### src/design/bthin_pkg.sv
// shared constants, types and helper functions of the thinning block
package bthin_pkg;

  localparam int MAX_WIDTH  = 64;
  localparam int MAX_HEIGHT = 64;
  localparam int DEPTH      = MAX_WIDTH * MAX_HEIGHT;
  localparam int ADDR_W     = $clog2(DEPTH);
  localparam int COL_W      = $clog2(MAX_WIDTH);
  localparam int ROW_W      = $clog2(MAX_HEIGHT);

  // field widths
  localparam int CMD_W      = 2;
  localparam int IDX_W      = 12;
  localparam int ITER_W     = 8;
  localparam int CFG_DIM_W  = 7;
  localparam int CFG_IDX_W  = 2;
  localparam int CFG_DATA_W = 8;

  // width able to hold any region size, and signed neighbor coordinates
  localparam int MAXW_W = $clog2(MAX_WIDTH + 1);
  localparam int MAXH_W = $clog2(MAX_HEIGHT + 1);
  localparam int DIM_A  = (MAXW_W > MAXH_W) ? MAXW_W : MAXH_W;
  localparam int DIM_W  = (DIM_A > CFG_DIM_W) ? DIM_A : CFG_DIM_W;
  localparam int NB_W   = DIM_W + 1;

  // neighbor walk: center then ring p2..p9
  localparam int K_W = 4;
  localparam logic [K_W-1:0] K_LAST = K_W'(8);

  localparam logic [ITER_W-1:0] ITER_MAX = '1;

  // configuration register indexes
  localparam logic [CFG_IDX_W-1:0] CFG_WIDTH     = 2'd0;
  localparam logic [CFG_IDX_W-1:0] CFG_HEIGHT    = 2'd1;
  localparam logic [CFG_IDX_W-1:0] CFG_LIMIT_EN  = 2'd2;
  localparam logic [CFG_IDX_W-1:0] CFG_LIMIT_VAL = 2'd3;

  localparam logic [CFG_DIM_W-1:0] DIM_RESET = 7'd64;

  typedef enum logic [CMD_W-1:0] {
    CMD_WRITE = 2'd0,
    CMD_RUN   = 2'd1,
    CMD_READ  = 2'd2,
    CMD_NOP   = 2'd3
  } cmd_e;

  // controller to datapath commands
  typedef struct packed {
    logic accept;
    logic rd_capture;
    logic run_start;
    logic limit_set;
    logic iter_begin;
    logic scan_second;
    logic nb_issue;
    logic nb_capture;
    logic eval;
    logic clr_start;
    logic clr_issue;
    logic clr_apply;
    logic next_pix;
    logic out_load;
  } ctl_t;

  // datapath to controller status
  typedef struct packed {
    logic limit_reached;
    logic region_empty;
    logic k_last;
    logic pix_last;
    logic marked_any;
    logic second;
    logic out_free;
  } sts_t;

  // row offset of neighbor k
  function automatic logic signed [1:0] nb_dr(input logic [K_W-1:0] k);
    logic signed [1:0] d;
    case (k)
      4'd1, 4'd2, 4'd8: d = -2'sd1;
      4'd4, 4'd5, 4'd6: d = 2'sd1;
      default:          d = 2'sd0;
    endcase
    return d;
  endfunction

  // column offset of neighbor k
  function automatic logic signed [1:0] nb_dc(input logic [K_W-1:0] k);
    logic signed [1:0] d;
    case (k)
      4'd2, 4'd3, 4'd4: d = 2'sd1;
      4'd6, 4'd7, 4'd8: d = -2'sd1;
      default:          d = 2'sd0;
    endcase
    return d;
  endfunction

endpackage

### src/design/bthin_ctrl.sv
// controller state machine sequencing commands, scans and clear passes
module bthin_ctrl (
  input  logic                        clk_i,
  input  logic                        rst_ni,
  input  logic                        in_valid_i,
  input  logic [bthin_pkg::CMD_W-1:0] in_command_i,
  output logic                        in_stall_o,
  input  bthin_pkg::sts_t             sts_i,
  output bthin_pkg::ctl_t             ctl_o
);
  import bthin_pkg::*;

  typedef enum logic [9:0] {
    ST_IDLE    = 10'b0000000001,
    ST_RD_WAIT = 10'b0000000010,
    ST_CHECK   = 10'b0000000100,
    ST_NB_ADDR = 10'b0000001000,
    ST_NB_DATA = 10'b0000010000,
    ST_EVAL    = 10'b0000100000,
    ST_CL_ADDR = 10'b0001000000,
    ST_CL_DATA = 10'b0010000000,
    ST_PASS    = 10'b0100000000,
    ST_DONE    = 10'b1000000000
  } state_e;

  state_e state_q, state_d;

  // state register
  always_ff @(posedge clk_i or negedge rst_ni) begin
    if (!rst_ni) begin
      state_q <= ST_IDLE;
    end else begin
      state_q <= state_d;
    end
  end

  assign in_stall_o = (state_q != ST_IDLE);

  // next state and commands
  always_comb begin
    state_d = state_q;
    ctl_o   = '0;
    case (state_q)
      ST_IDLE: begin
        if (in_valid_i) begin
          ctl_o.accept = 1'b1;
          case (cmd_e'(in_command_i))
            CMD_READ: state_d = ST_RD_WAIT;
            CMD_RUN: begin
              ctl_o.run_start = 1'b1;
              state_d         = ST_CHECK;
            end
            default: state_d = ST_DONE;
          endcase
        end
      end
      ST_RD_WAIT: begin
        ctl_o.rd_capture = 1'b1;
        state_d          = ST_DONE;
      end
      ST_CHECK: begin
        if (sts_i.limit_reached) begin
          ctl_o.limit_set = 1'b1;
          state_d         = ST_DONE;
        end else begin
          ctl_o.iter_begin = 1'b1;
          state_d          = sts_i.region_empty ? ST_DONE : ST_NB_ADDR;
        end
      end
      ST_NB_ADDR: begin
        ctl_o.nb_issue = 1'b1;
        state_d        = ST_NB_DATA;
      end
      ST_NB_DATA: begin
        ctl_o.nb_capture = 1'b1;
        state_d          = sts_i.k_last ? ST_EVAL : ST_NB_ADDR;
      end
      ST_EVAL: begin
        ctl_o.eval = 1'b1;
        if (sts_i.pix_last) begin
          ctl_o.clr_start = 1'b1;
          state_d         = ST_CL_ADDR;
        end else begin
          ctl_o.next_pix = 1'b1;
          state_d        = ST_NB_ADDR;
        end
      end
      ST_CL_ADDR: begin
        ctl_o.clr_issue = 1'b1;
        state_d         = ST_CL_DATA;
      end
      ST_CL_DATA: begin
        ctl_o.clr_apply = 1'b1;
        if (sts_i.pix_last) begin
          state_d = ST_PASS;
        end else begin
          ctl_o.next_pix = 1'b1;
          state_d        = ST_CL_ADDR;
        end
      end
      ST_PASS: begin
        if (!sts_i.marked_any) begin
          state_d = ST_DONE;
        end else if (!sts_i.second) begin
          ctl_o.scan_second = 1'b1;
          state_d           = ST_NB_ADDR;
        end else begin
          state_d = ST_CHECK;
        end
      end
      ST_DONE: begin
        if (sts_i.out_free) begin
          ctl_o.out_load = 1'b1;
          state_d        = ST_IDLE;
        end
      end
      default: state_d = ST_IDLE;
    endcase
  end

endmodule

### config.mk
export PLATFORM = sky130hd
export DESIGN_NAME = bthin_ctrl
export DESIGN_NICKNAME = d
export VERILOG_FILES = /design/src/design/bthin_pkg.sv /design/src/design/bthin_ctrl.sv
export SDC_FILE = /design/constraint.sdc
export NUM_CORES = 1
export LEC_CHECK = 0
export BUFFER_PORTS_ARGS = -buffer_cell sky130_fd_sc_hd__clkbuf_2
export CAP_MARGIN = 20
export CORE_MARGIN = 8
export CORE_UTILIZATION = 50
export CTS_BUF_LIST = sky130_fd_sc_hd__clkbuf_4 sky130_fd_sc_hd__clkbuf_8
export CTS_CLUSTER_SIZE = 12
export DETAILED_ROUTE_END_ITERATION = 10
export GPL_TIMING_DRIVEN = 0
export PLACE_DENSITY = 0.8
export RECOVER_POWER = 25
export SYNTH_ARGS = -nofsm -noshare
export SYNTH_HDL_FRONTEND = slang
export SYNTH_SLANG_ARGS = --single-unit
### constraint.sdc
create_clock -name clk_i -period 2.3 [get_ports clk_i]
set_input_delay 0.46 -clock clk_i [delete_from_list [all_inputs] [get_ports clk_i]]
set_output_delay 0.46 -clock clk_i [all_outputs]
set_load 0.02 [all_outputs]
==> results.ini <==
[pwr]
clkPwrFrac_pct=17.4
powerDensity_nw_per_um2=770
p_switching_mw=0.369
intPower_mw=0.492
combPwrFrac_pct=55.0
swShare_pct=42.8
power_leakage_nw=0.555
ir_drop_mv=0.582
pwr-share-seq_pct=27.5
finalPower_mw=0.861

[finish]
final_cell_area_um2=1120
nNetsFinal=143
antenna_cells=0
largest_register_ffs=10
area_growth_pct=48.1
fin_cells=144
top_regs=state_q x10
drive_gt1_share_pct=46.1
largest_register=state_q

[synth]
synth_cells=90
synth-seq-cells=10
syn-num-nets=104
yosys_warnings=0
syn-mean-instance-area_um2=8.38
synth.distinct_cells=35
syn_area_um2=754
ys_seq_area_share_pct=33.3

[setup_path]
crit_path_start_kind=flop
crit_path_max_fanout=6
critPathCaptureType=output port
cp.arrival_ns=1.89
required_ns=1.84
worstSetupPathType=flop to output port

[timing]
relSlewSlack_pct=61.3
finClkSkew_ns=0.000594
hold_viol=0
clock.fmax_mhz=426
fin_ws_ns=-0.0469
grt_setup_unrepaired=yes
period_minus_slack_ns=2.35
hold_ws_ns=0.151
min_period_over_period_pct=102
tightest_slew_ns=0.580
finalSetupViolCount=3
finalMaxSlewViolations=0

[drt]
wirelength_um=2390
viasPerCell=5.99
routedWlPerCell_um=16.6
drcViolationCount=0
dr.pass1.iters=4
vias=863
postRouteAntennaNets=0
first_iter_violations=29

[die]
ios=27
die_area_um2=3010
die_y_um=54.8
row_count=14
die_w_um=54.8
start_util_pct=51.9
design.core.area_um2=1450

[placed_design]
hpwl_um=1590
place_ws_ns=-0.0205
dp.cells=132
io_buffer_count=26
dpl-instance-area_um2=913
place.gp.congestion=0.872

[clocking]
cts_tree=yes
cts.clk_slew.worst_paths_ns=0.07
cts.sinks=10
cts_buffer_depth=2
numCtsBuffers=3
htree_levels=1
clkLatencyLatePin_ns=0.27
cts-root-buf=clkbuf_4

[worst_hold_path]
hold_path_class=primary input to asynchronous set/reset pin

[global_routing]
grt_overflow=0
antenna_found_initial=0
grt.total_usage_pct=16.0
grt_start_max_net_pins=11
grt_pass1_wl_um=3550
grt_pass1_vias=827

[job]
maxCapViolCount=0

[run_status]
status=finished with violations
violations=negative setup slack

-- cell usage after synthesis, drive strengths merged --
master / n / area share [%]
or2: 2 / 1.7
nand3: 1 / 0.66
o21a: 1 / 1.0
o22ai: 2 / 1.7
nor4: 6 / 5.8
or3: 2 / 1.7
o21ba: 1 / 1.3
and4b: 3 / 4.0
or2b: 1 / 1.0
and3: 5 / 4.1
nand2: 5 / 2.5
nor2: 10 / 5.0
or4: 3 / 3.5
xnor2: 1 / 1.2
clkbuf: 1 / 0.50
o221a: 1 / 1.5
o21ai: 1 / 0.66
nor3: 5 / 3.3
and2: 4 / 3.3
mux2: 1 / 1.5
nand2b: 1 / 0.83
ha: 2 / 3.3
inv: 5 / 2.5
nand4: 2 / 1.7
nor2b: 4 / 3.3
o32ai: 1 / 1.2
dfstp: 1 / 3.5
a21oi: 5 / 3.3
a211o: 1 / 1.2
xor2: 1 / 1.2
or3b: 1 / 1.2
dfrtp: 9 / 30
or4b: 1 / 1.3
-- area by class of cell --
class                      instances  area (um2)
inverter                           5        18.8
tap                               16        20.0
multi-input combinational         74         561
clock buffer                       4        30.0
sequential                        10         256
timing repair buffer              35         231
fill                             102         337
-- critical path: stages (launching register included) --
cell	delay [ns]
dfrtp_2	0.46
or4_4	0.58
nor3_4	0.14
and4b_1	0.26
clkbuf_8	0.16
-- metrics by stage --
stage / setup TNS [ns] / utilization (%)
after floorplan: 0 / -
after CTS: -0.0578 / 70.5
after global routing: -0.390 / 76.9
final: -0.0835 / 76.9
after global placement: -0.0305 / 62.8
after detailed placement: -0.0205 / 62.8
-- cells in the final DEF (no fill, tap or decap), types with 4 or more instances in the layout --
cell type	count
buf_4	12
a21oi_1	5
dfrtp_1	5
inv_1	5
nand2_1	5
and2_1	4
clkbuf_4	4
clkbuf_2	18
nor2_1	8
nor3_1	4
dfrtp_2	4
nor2b_1	4
-- metal layers --
layer	track usage (%)	part of all wire, %
met5	0	0
met4	10.7	3.2
met3	4.62	5.7
met2	24.7	50
met1	18.7	41
-- timing repair --
action / CTS / global route
endpoints found under the setup margin: 12 / 8
hold endpoints to repair: 0 / 0
gates resized for setup: 14 / 20
buffers inserted: 4 / 5
hold buffers: 0 / 0
pin swaps: 2 / 4
-- path summary, 6_finish.rpt --
path	start	end	depth (start not counted)	slack, ns
hold / removal	rst_ni	state_q[5]	1	0.15
min in group clk_i	in_valid_i	state_q[0]	2	0.38
max in group asynchronous	rst_ni	state_q[6]	1	1.74
setup / recovery	state_q[4]	ctl_o[8]	4	-0.05
setup reg to reg	state_q[4]	state_q[0]	5	0.24
hold reg to reg	state_q[6]	state_q[7]	2	0.62
-- power by group through the flow --
| stage | Clock (mW) | Combinational (mW) | Sequential (mW) |
|---|---|---|---|
| after floorplan | 0 | 0.259 | 0.226 |
| after global placement | 0 | 0.336 | 0.235 |
| after detailed placement | 0 | 0.346 | 0.234 |
| after CTS | 0.147 | 0.390 | 0.235 |
| after global routing | 0.159 | 0.509 | 0.240 |
| final | 0.150 | 0.474 | 0.237 |
-- logic make-up (layout without fill, tap and decap cells) --
group / Yosys count / in the layout / synth area share (%)
buffers and inverters: 6 / 44 / 2.98
XOR/XNOR: 2 / 2 / 2.32
multiplexers: 1 / 1 / 1.49
AND/OR/NAND/NOR: 56 / 56 / 44.8
adder cells (fa/ha/maj): 2 / 2 / 3.32
flip-flops: 10 / 10 / 33.3
AO/OA/AOI/OAI: 13 / 13 / 11.8
Power figures use the tool's default switching activity.
